### config.mk
export PLATFORM = sky130hd
export DESIGN_NAME = cbmb_ctrl
export DESIGN_NICKNAME = d
export VERILOG_FILES = /design/src/hdl/cbmb_pkg.sv /design/src/hdl/cbmb_ctrl.sv
export SDC_FILE = /design/constraint.sdc
export NUM_CORES = 1
export LEC_CHECK = 0
export BUFFER_PORTS_ARGS = -buffer_cell sky130_fd_sc_hd__buf_2
export CORE_AREA = 5 5 42 44
export CTS_CLUSTER_DIAMETER = 150
export DETAILED_ROUTE_END_ITERATION = 16
export DIE_AREA = 0 0 47 49
export PLACE_DENSITY = 0.47
export RECOVER_POWER = 100
export SLEW_MARGIN = 10
export SYNTH_ARGS = -nofsm -noshare
export SYNTH_HDL_FRONTEND = slang
export SYNTH_SLANG_ARGS = --single-unit
### constraint.sdc
create_clock -name clk -period 2 [get_ports clk]
set_clock_uncertainty 0.2 [all_clocks]
set_input_delay 0.4 -clock clk [delete_from_list [all_inputs] [get_ports clk]]
set_output_delay 0.4 -clock clk [all_outputs]
set_load 0.01 [all_outputs]
### src/hdl/cbmb_pkg.sv
`timescale 1ns / 1ps
package cbmb_pkg;

  localparam int MAX_WIDTH    = 1024;
  localparam int MAX_RADIUS   = 3;
  localparam int PIXEL_BITS   = 8;
  localparam int HEIGHT_LIMIT = 1024;
  localparam int LINE_COUNT   = 3 * MAX_RADIUS + 1;

  localparam int DIM_BITS  = 11;
  localparam int RAD_BITS  = 2;
  localparam int COL_BITS  = $clog2(MAX_WIDTH);
  localparam int LINE_BITS = $clog2(LINE_COUNT);
  localparam int ADDR_BITS = LINE_BITS + COL_BITS;
  localparam int RAM_DEPTH = LINE_COUNT * MAX_WIDTH;
  localparam int POS_BITS  = $clog2(MAX_WIDTH * HEIGHT_LIMIT + 1);

  localparam int TAP_MAX   = (2 * MAX_RADIUS + 1) * (2 * MAX_RADIUS + 1);
  localparam int SUM_BITS  = $clog2(TAP_MAX * ((1 << PIXEL_BITS) - 1) + 1);
  localparam int CNT_BITS  = $clog2(TAP_MAX + 1);
  localparam int REM_BITS  = CNT_BITS + 1;
  localparam int STEP_BITS = $clog2(SUM_BITS);

  localparam logic [DIM_BITS-1:0] WIDTH_RESET  = DIM_BITS'(320);
  localparam logic [DIM_BITS-1:0] HEIGHT_RESET = DIM_BITS'(240);
  localparam logic [RAD_BITS-1:0] RADIUS_RESET = RAD_BITS'(2);

  typedef enum logic [1:0] {
    REG_FRAME_WIDTH   = 2'd0,
    REG_FRAME_HEIGHT  = 2'd1,
    REG_WINDOW_RADIUS = 2'd2
  } reg_index_t;

  typedef enum logic [5:0] {
    ST_IDLE  = 6'b000001,
    ST_CHECK = 6'b000010,
    ST_TAPS  = 6'b000100,
    ST_FLUSH = 6'b001000,
    ST_DIV   = 6'b010000,
    ST_OUT   = 6'b100000
  } state_t;

  typedef struct packed {
    logic accept;
    logic start_taps;
    logic tap_step;
    logic div_step;
    logic advance;
  } cmd_t;

  typedef struct packed {
    logic emit;
    logic taps_last;
    logic div_done;
  } status_t;

endpackage

### src/hdl/cbmb_ctrl.sv
`timescale 1ns / 1ps
module cbmb_ctrl (
  input  logic              clk,
  input  logic              rst,
  input  logic              in_valid,
  input  logic              out_ready,
  input  cbmb_pkg::status_t status,
  output cbmb_pkg::cmd_t    cmd,
  output logic              in_ready,
  output logic              out_valid
);

  cbmb_pkg::state_t state, state_next;

  always_comb begin
    state_next     = state;
    cmd            = '0;
    in_ready       = 1'b0;
    out_valid      = 1'b0;
    unique case (state)
      cbmb_pkg::ST_IDLE: begin
        in_ready = 1'b1;
        if (in_valid) begin
          cmd.accept = 1'b1;
          state_next = cbmb_pkg::ST_CHECK;
        end
      end
      cbmb_pkg::ST_CHECK: begin
        if (status.emit) begin
          cmd.start_taps = 1'b1;
          state_next     = cbmb_pkg::ST_TAPS;
        end else begin
          state_next = cbmb_pkg::ST_IDLE;
        end
      end
      cbmb_pkg::ST_TAPS: begin
        cmd.tap_step = 1'b1;
        if (status.taps_last) begin
          state_next = cbmb_pkg::ST_FLUSH;
        end
      end
      cbmb_pkg::ST_FLUSH: begin
        state_next = cbmb_pkg::ST_DIV;
      end
      cbmb_pkg::ST_DIV: begin
        cmd.div_step = 1'b1;
        if (status.div_done) begin
          state_next = cbmb_pkg::ST_OUT;
        end
      end
      cbmb_pkg::ST_OUT: begin
        out_valid = 1'b1;
        if (out_ready) begin
          cmd.advance = 1'b1;
          state_next  = cbmb_pkg::ST_IDLE;
        end
      end
      default: begin
        state_next = cbmb_pkg::ST_IDLE;
      end
    endcase
  end

  always_ff @(posedge clk) begin
    if (rst) begin
      state <= cbmb_pkg::ST_IDLE;
    end else begin
      state <= state_next;
    end
  end

endmodule

==> results of run 1 <==
## placed cells by master (no fill, tap or decap)
cell | Yosys | layout
nor3_1 | 2 | 1
nor2_1 | 1 | 1
nor2b_1 | 1 | 1
a21oi_1 | 2 | 2
nand2_1 | 3 | 3
xor2_1 | 1 | 1
nor4_1 | 3 | 1
dfxtp_2 | 0 | 3
and2_1 | 1 | 1
o211ai_1 | 1 | 1
and2b_1 | 1 | 1
nor3b_4 | 1 | 1
mux2_2 | 1 | 1
or4_4 | 1 | 1
nor3b_1 | 1 | 1
o21ai_0 | 4 | 4
nor4_4 | 0 | 2
nand3b_1 | 3 | 3
buf_6 | 0 | 5
and2_4 | 1 | 1
clkbuf_4 | 0 | 4
o21ba_2 | 1 | 1
buf_4 | 1 | 9
nor3_4 | 0 | 1
dfxtp_1 | 6 | 3
a2111oi_0 | 1 | 1
inv_1 | 3 | 3
buf_2 | 0 | 11
o221ai_1 | 1 | 1
and3b_1 | 1 | 1
## metal layers
metal / part of all wire, % / vias to the layer above
met5: 0 / -
met4: 0.59 / 0
met3: 5.4 / 2
met2: 53 / 9
met1: 41 / 176
li1: - / 215
## what timing repair did
action,4_1_cts,5_1_grt
gates resized for setup,6,9
setup buffers,2,3
endpoints found under the setup margin,4,6
pin swaps,5,2
## report_power, final
part | switching (mW) | total (mW) | internal, mW
Combinational | 0.0304 | 0.0836 | 0.0532
Sequential | 0.0108 | 0.135 | 0.124
Clock | 0.0416 | 0.109 | 0.0677
## through the flow
stage          power [mW]  TNS [ns]  cells  cell area [µm²]  worst slack (ns)
2_1_floorplan      0.1634         0     42            365.4           0.02070
3_3_place_gp       0.1932         0     78            503.0           0.05765
3_5_place_dp       0.1944         0     78            503.0           0.04608
4_1_cts            0.3258   -0.4684     83            579.3           -0.1798
5_1_grt            0.3472   -0.6383     86            631.9           -0.2246
6_report           0.3280   -0.4291     86            631.9           -0.1660
## worst max-delay path, delay by kind of cell, from the launching register on
kind | cells | cell delay [ns]
buffers and inverters | 1 | 0.09
flip-flops | 1 | 0.31
AND/OR/NAND/NOR | 3 | 0.92
## kinds of logic (layout without fill, tap and decap cells)
| kind of cell | Yosys count | after routing |
|---|---|---|
| XOR/XNOR | 1 | 1 |
| buffers and inverters | 4 | 32 |
| AND/OR/NAND/NOR | 20 | 20 |
| flip-flops | 6 | 6 |
| multiplexers | 1 | 1 |
| AO/OA/AOI/OAI | 10 | 10 |
## area by class of cell
type / instances / area, µm²
timing repair buffer: 26 / 186.4
multi-input combinational: 32 / 267.8
tap: 16 / 20.02
inverter: 3 / 11.26
fill: 171 / 769.5
clock buffer: 3 / 22.52
sequential: 6 / 123.9
## how the worst max path moves through the flow
stage / start / slack [ns] / end / cells after the start
2_1_floorplan: state[2] / 0.02 / cmd[4] / 3
3_3_place_gp: state[2] / 0.06 / cmd[4] / 4
3_5_place_dp: state[2] / 0.05 / cmd[4] / 4
4_1_cts: state[4] / -0.18 / cmd[4] / 4
5_1_grt: state[5] / -0.22 / cmd[4] / 4
6_report: state[4] / -0.17 / cmd[4] / 4
==> results_dict.tcl, run 1 <==
set metrics [dict create \
    rsz0062_at_grt "yes" \
    layout.nets 79 \
    drc 0 \
    dp_hpwl_um 787.2 \
    min_to "state[4]" \
    die_y_um 49 \
    use_met2_pct 15.61 \
    largest-register "state" \
    die_area_um2 2303 \
    finalHoldViolCount 0 \
    synth.area.mux_share_pct 3.082 \
    crit_chain "or4_4, nor3b_4, and2_4, buf_6" \
    grt_use_met3_pct 2.214 \
    grtUsageMet1_pct 12.58 \
    vias 402 \
    crit_type "reg -> out" \
    ys.warnings.count 0 \
    p_per_area_nw_per_um2 519.1 \
    synthSimpleGateAreaFrac_pct 38.70 \
    synth_top_area_share_pct 32.88 \
    synthAdderAreaFrac_pct 0 \
    synth_compound_area_share_pct 17.81 \
    timing.final.ws_setup_ns -0.1660 \
    holdBufCountCts 0 \
    clock.fmax_ghz 0.4617 \
    cp_data_required_time_ns 1.40 \
    htreeDepth 1 \
    tightest_slew_ns 0.4386 \
    cap_viol_max_count 0 \
    path_clk_slew_ns 0.04 \
    ant_nets 0 \
    r2r_start "state[4]" \
    syn2layout_area_growth_pct 72.95 \
    cts_tree "yes" \
    path_max_fanout 2 \
    slew_viol_final 0 \
    io_pins 14 \
    clock-sinks 6 \
    slew_headroom_pct 70.72 \
    ys_top_cells_by_area "dfxtp_1 (33%), nand3b_1 (6.2%), o21ai_0 (5.5%)" \
    peakVddDrop_uv 351.8 \
    routedWlPerCell_um 11.91 \
    hold_class "in -> reg" \
    critical_path.slowest_cell "or4_4" \
    antenna_found_initial 0 \
    r2r_slack_ns 0.20 \
    finalSetupViolCount 3 \
    avgSynthCellArea_um2 8.699 \
    vias_per_cell 4.674 \
    reg_top3 "state x6" \
    r2r-end "state[3]" \
    ys_async_sr_fraction_pct 0 \
    n_antenna_cell 0 \
    grt_overflow 0 \
    gp_congestion 0.6366 \
    ys_seq_area_share_pct 32.88 \
    outcome "finished, violations left" \
    drt-pass1-iter-count 4 \
    grt_use_total_pct 10.16 \
    min_path_cells 2 \
    fin_crit_sh_pct 108.3 \
    start_util_pct 26.07 \
    drt_iter0_markers 2 \
    root_buffer "clkbuf_4" \
    numCtsBuffers 3 \
    synth-seq-cells 6 \
    fin_crit_ns 2.166 \
    arrival_ns 1.57 \
    final_util_pct 45.09 \
    ys_top_cells_by_count "dfxtp_1 (6), o21ai_0 (4)" \
    yosysTopAreaCell "dfxtp_1" \
    layout-drive-gt1-share_pct 57.14 \
    startpoint_type "flop" \
    hold_start "rst" \
    yosysMostFrequentCell "dfxtp_1" \
    rr_worst_depth 6 \
    clock_path_buffers 2 \
    synthCells 42 \
    syn_area_um2 365.4 \
    grt_most_used_layer "met2" \
    wl_um 1024 \
    grt_pass1_wl_um 1725 \
    die_w_um 47 \
    violations "setup timing" \
    synth_top_family_by_area "simple AND/OR/NAND/NOR gates" \
    synth-edff-count 0 \
    grt_pass1_vias 418 \
    synth_ff_type "dfxtp_1" \
    cp-end-kind "output pin" \
    grt_max_degree 8 \
    coreArea_um2 1401 \
    largest_reg_flops 6 \
    insertion_delay_ns 0.24 \
    rows 14 \
    syn_nets 49 \
    synthDistinctLibCells 24 \
    p_leak_nw 0.3078 \
    portBuffers 13 \
    synth_xor_area_share_pct 2.397 \
    cpPeakStageDelay_ns 0.55 \
    hold_ws_ns 0.1846 \
]
(Power assumes the default switching activity.)
==> run 2: changes to the inputs <==
- SKIP_LAST_GASP: default -> 1
==> run 2 against run 1 <==
  * The run still ends with setup timing left
  * Register-to-register slack barely moved
  * Sequential share of layout area rose by 0.071 points
  * Critical path type unchanged
  * Critical endpoint unchanged
  * Clock power barely moved
  * Final cell count did not move
  * Critical path depth did not move
  * Maximum frequency rose by 0.12%
==> results_dict.tcl, run 2 (synthesized netlist as in run 1, its figures left out) <==
set metrics [dict create \
    outcome "finished, violations left" \
    violations "setup timing" \
    syn2layout_area_growth_pct 68.84 \
    final_cell_mix "buf_2 (11), buf_4 (9), clkbuf_4 (5), dfxtp_1 (5)" \
    fin_crit_ns 2.163 \
    rows 14 \
    wl_um 1015 \
    layout-drive-gt1-share_pct 54.29 \
    cpPeakStageDelay_ns 0.55 \
    clock.fmax_ghz 0.4622 \
    drt_iter0_markers 0 \
    ant_nets 0 \
    antenna_found_initial 0 \
    finalHoldViolCount 0 \
    root_buffer "clkbuf_4" \
    dp_hpwl_um 787.2 \
    tightest_slew_ns 0.4082 \
    n_antenna_cell 0 \
    insertion_delay_ns 0.24 \
    path_max_fanout 2 \
    routedWlPerCell_um 11.80 \
    grt_overflow 0 \
    layout.nets 79 \
    p_total_mw 0.3253 \
    peakVddDrop_uv 350.6 \
    grt_most_used_layer "met2" \
    crit_chain "or4_4, nor3b_4, and2_4, buf_6" \
    timing.final.ws_setup_ns -0.1634 \
    p_leak_nw 0.3041 \
    portBuffers 13 \
    r2r_start "state[4]" \
    clock-sinks 6 \
    numCtsBuffers 3 \
    dp.cells 78 \
    gp_congestion 0.6366 \
    arrival_ns 1.56 \
    crit_start "state[4]" \
    critical_path.slowest_cell "or4_4" \
    die_y_um 49 \
    drt-pass1-iter-count 1 \
    path_clk_slew_ns 0.04 \
    layout_commonest_cell "buf_2" \
    start_util_pct 26.07 \
    htreeDepth 1 \
    holdBufCountCts 0 \
    grt_pass1_vias 418 \
    n_fill_cell 167 \
    fin_crit_sh_pct 108.2 \
    worst-path-stages 4 \
    reg_top3 "state x6" \
    r2r-end "state[0]" \
    cap_viol_max_count 0 \
    coreArea_um2 1401 \
    clock_path_buffers 2 \
    die_area_um2 2303 \
    cts_tree "yes" \
    crit_type "reg -> out" \
    vias 397 \
    grt_max_degree 8 \
    startpoint_type "flop" \
    grt_use_met3_pct 2.214 \
    stdcell_count 86 \
    cp_data_required_time_ns 1.40 \
    largest_reg_flops 6 \
    die_w_um 47 \
    slew_headroom_pct 72.75 \
    crit_buf_inv 1 \
    crit_family "simple AND/OR/NAND/NOR gates" \
    r2r_slack_ns 0.21 \
    slew_viol_final 0 \
    grt_pass1_wl_um 1725 \
    drc 0 \
    grt_use_total_pct 10.16 \
    vias_per_cell 4.616 \
    rr_worst_depth 7 \
    cp-end-kind "output pin" \
    largest-register "state" \
    rsz0062_at_grt "yes" \
    io_pins 14 \
    hold_class "in -> reg" \
    finalSetupViolCount 3 \
    grtUsageMet1_pct 12.58 \
    p_per_area_nw_per_um2 527.3 \
    crit_end "cmd[4]" \
    use_met2_pct 15.61 \
]
-- run 2: changes by cell type in the layout (fill, tap and decap cells not counted), sizes merged --
cell	before	now
buf	25	24
clkbuf	4	5
-- run 2: routing by layer --
metal | wire (µm) | part of all wire, % | vias to the layer above
li1 | - | - | 214
met2 | 522 | 51 | 7
met4 | 6 | 0.59 | 0
met5 | 0 | 0 | -
met1 | 445 | 44 | 174
met3 | 42 | 4.1 | 2
-- run 2: worst min-delay path by stage --
stage	startpoint	end	slack, ns	cells past startpoint
3_3_place_gp	rst	state[4]	0.44	2
3_5_place_dp	rst	state[4]	0.45	2
2_1_floorplan	rst	state[5]	0.27	1
4_1_cts	rst	state[4]	0.19	2
5_1_grt	rst	state[4]	0.21	2
6_report	rst	state[4]	0.19	2
-- run 2: metrics by stage --
step	TNS, ns	hold WS (ns)	instance area, µm²	util, %	setup slack, ns
2_1_floorplan	0	0.2691	365.4	-	0.02070
3_3_place_gp	0	0.4416	503.0	35.89	0.05765
3_5_place_dp	0	0.4487	503.0	35.89	0.04608
4_1_cts	-0.4684	0.1911	579.3	41.34	-0.1798
5_1_grt	-0.6528	0.2138	616.8	44.02	-0.2165
6_report	-0.4159	0.1861	616.8	44.02	-0.1634
-- run 2: area by class of cell --
class / instances / area (µm²) / share of cell area [%]
clock buffer: 3 / 22.52 / 3.651
inverter: 3 / 11.26 / 1.826
tap: 16 / 20.02 / 3.245
timing repair buffer: 26 / 182.7 / 29.61
sequential: 6 / 121.4 / 19.68
multi-input combinational: 32 / 259.0 / 41.99
-- run 2: report_power, final --
group / total, mW / switching (mW) / internal, mW
Clock: 0.109 / 0.0415 / 0.0677
Sequential: 0.134 / 0.00962 / 0.124
Combinational: 0.0822 / 0.0304 / 0.0518
Total: 0.325 / 0.0815 / 0.244
-- run 2: timing repair --
action | CTS | global route
buffers inserted | 2 | 3
endpoints found under the setup margin | 4 | 6
gates resized for setup | 6 | 6
endpoints found under the hold margin | 0 | 0
pin swaps | 5 | 2
-- run 2: worst reg2reg max path: cells and delay by family, from the launching register on --
kind	cells	cell delay, ns
flip-flops	1	0.31
AND/OR/NAND/NOR	2	0.75
buffers and inverters	3	0.33
AO/OA/AOI/OAI	2	0.12
==> run 3: changes to the inputs <==
- ABC_AREA: default -> 1
==> run 3 against run 2 <==
  * The flow now finishes without violations
  * Cell area is 20% lower
  * Maximum frequency is 14% higher
  * Non-clock buffer count is 10 lower
  * Global-route usage is 0.37 points lower
  * Die area stayed put
  * Sequential share of layout area is 4.7 points higher
  * Synthesized area is 1.4% higher
  * Final cell count is 9.3% higher
  * Clock power hardly changed
  * Register-to-register slack better by 0.34 ns
  * Worst setup slack better by 0.27 ns
  * Sequential cell count stayed put
==> results_dict.tcl, run 3 <==
set metrics [dict create \
    outcome "finished, final reports clean" \
    rows 14 \
    synth-edff-count 0 \
    slew_viol_final 0 \
    slew_headroom_pct 82.08 \
    layout_commonest_cell "inv_1" \
    ys_async_sr_fraction_pct 0 \
    crit_buf_inv 2 \
    hold_class "in -> reg" \
    synth-seq-cells 6 \
    clock.fmax_ghz 0.5274 \
    pwr-share-clk_pct 32.3 \
    root_buffer "clkbuf_4" \
    final_cell_area_um2 493.0 \
    largest_reg_flops 6 \
    synthCells 60 \
    n_antenna_cell 0 \
    finalSetupViolCount 0 \
    reg_top3 "state x6" \
    vias 427 \
    antenna_found_initial 0 \
    timing.final.ws_setup_ns 0.1039 \
    rsz0062_at_grt "no" \
    layout.nets 87 \
    cap_viol_max_count 0 \
    avgSynthCellArea_um2 6.173 \
    switching_power_mw 0.1128 \
    crit_chain "nor2_4, nand3_1, nor3_1, nand2_1, inv_1, buf_2" \
    wl_um 936 \
    yosysMostFrequentCell "inv_1" \
    grt_most_used_layer "met1" \
    tightest_slew_ns 0.2685 \
    critical_path.slowest_cell "dfxtp_1" \
    power_frac_seq_pct 39.6 \
    use_met2_pct 11.76 \
    portBuffers 13 \
    numCtsBuffers 3 \
    fin_crit_ns 1.896 \
    synthDistinctLibCells 11 \
    synth_top_area_share_pct 32.43 \
    crit_type "reg -> out" \
    ys_seq_area_share_pct 32.43 \
    ys.warnings.count 0 \
    drt-pass1-iter-count 4 \
    drt_iter0_markers 11 \
    die_y_um 49 \
    ys_top_cells_by_count "inv_1 (14), nand2_1 (9), nor2_1 (9)" \
    vias_per_cell 4.543 \
    dp.cells 88 \
    crit_family "simple AND/OR/NAND/NOR gates" \
    placed_area_um2 447.9 \
    die_area_um2 2303 \
    cpPeakStageDelay_ns 0.34 \
    dp_slack_ns 0.3232 \
    syn_area_um2 370.4 \
    r2r_slack_ns 0.55 \
    n_fill_cell 171 \
    start_util_pct 26.43 \
    grt_pass1_vias 386 \
    startpoint_type "flop" \
    clock_path_buffers 2 \
    cp-end-kind "output pin" \
    post_cts_resize_count 0 \
    grtUsageMet1_pct 13.60 \
    stdcell_count 94 \
    finalHoldViolCount 0 \
    grt_pass1_wl_um 1600 \
    layout-drive-gt1-share_pct 30.77 \
    arrival_ns 1.30 \
    syn_nets 67 \
    largest-register "state" \
    fin_crit_sh_pct 94.81 \
    htreeDepth 1 \
    synth_ff_type "dfxtp_1" \
    swShare_pct 32.70 \
    path_clk_slew_ns 0.04 \
    power.internal_mw 0.2322 \
    grt_use_total_pct 9.782 \
    pwr-share-comb_pct 28.0 \
    clock-sinks 6 \
    io_pins 14 \
    dp_hpwl_um 734.8 \
    p_leak_nw 0.3079 \
    die_w_um 47 \
    final_cell_mix "inv_1 (14), buf_2 (13), nand2_1 (9), nor2_1 (9)" \
    yosysTopAreaCell "dfxtp_1" \
    drc 0 \
    grt_use_met3_pct 3.690 \
    ys_top_cells_by_area "dfxtp_1 (32%), inv_1 (14%), nand2_1 (9.1%)" \
    p_per_area_nw_per_um2 699.8 \
    cp_data_required_time_ns 1.40 \
    fin_tns_setup_ns 0 \
    peakVddDrop_uv 252.7 \
    syn2layout_area_growth_pct 33.11 \
    coreArea_um2 1401 \
    insertion_delay_ns 0.25 \
    holdBufCountCts 0 \
    path_max_fanout 5 \
    routedWlPerCell_um 9.957 \
    grt_overflow 0 \
    grt_max_degree 8 \
    cts_tree "yes" \
    ant_nets 0 \
    gp_congestion 0.7455 \
    cts_setup_buffers 0 \
]
## run 3: area by class of cell
| type | count | area [µm²] | area share [%] |
|---|---|---|---|
| timing repair buffer | 16 | 87.58 | 17.77 |
| inverter | 14 | 52.55 | 10.66 |
| sequential | 6 | 120.1 | 24.37 |
| tap | 16 | 20.02 | 4.061 |
| multi-input combinational | 39 | 190.2 | 38.58 |
| clock buffer | 3 | 22.52 | 4.569 |
## run 3: stage by stage
stage | hold slack [ns] | power, mW | util [%]
CTS | 0.1982 | 0.3481 | 33.57
global route | 0.2118 | 0.3762 | 35.18
global placement | 0.3593 | 0.2352 | 31.96
floorplan | 0.2691 | 0.2039 | -
detailed placement | 0.3633 | 0.2341 | 31.96
finish | 0.2017 | 0.3450 | 35.18
## run 3: worst paths after layout
| path | startpoint | endpoint | depth (start not counted) |
|---|---|---|---|
| worst max-delay path | state[3] | cmd[3] | 6 |
| worst min-delay path | rst | state[3] | 2 |
| worst max register to register | state[3] | state[5] | 8 |
| worst min register to register | state[3] | state[4] | 2 |
## run 3: cells by family after synthesis
| logic type | share of synthesized area [%] |
|---|---|
| flops | 32.43 |
| simple gates | 47.30 |
| buf+inv | 16.22 |
| compound gates | 4.053 |
## run 3: power by group through the flow
| stage | logic (mW) | registers [mW] | clock network (mW) |
|---|---|---|---|
| floorplan | 0.0663 | 0.138 | 0 |
| global placement | 0.0968 | 0.138 | 0 |
| detailed placement | 0.0953 | 0.139 | 0 |
| CTS | 0.0966 | 0.137 | 0.115 |
| global route | 0.112 | 0.139 | 0.126 |
| finish | 0.0967 | 0.137 | 0.112 |
## run 3: worst reg2reg max path, cell delays in order, from the launching register on
cell	delay [ns]
dfxtp_1	0.39
nor2_4	0.07
buf_4	0.14
nand4_1	0.10
nand2_1	0.08
nor2_2	0.19
nand2_1	0.07
nand2_1	0.08
nor2_2	0.03
## run 3: layer usage
layer / routed length [µm] / vias up
met3: 89 / 4
li1: - / 228
met4: 35 / 0
met5: 0 / -
met1: 440 / 171
met2: 370 / 24
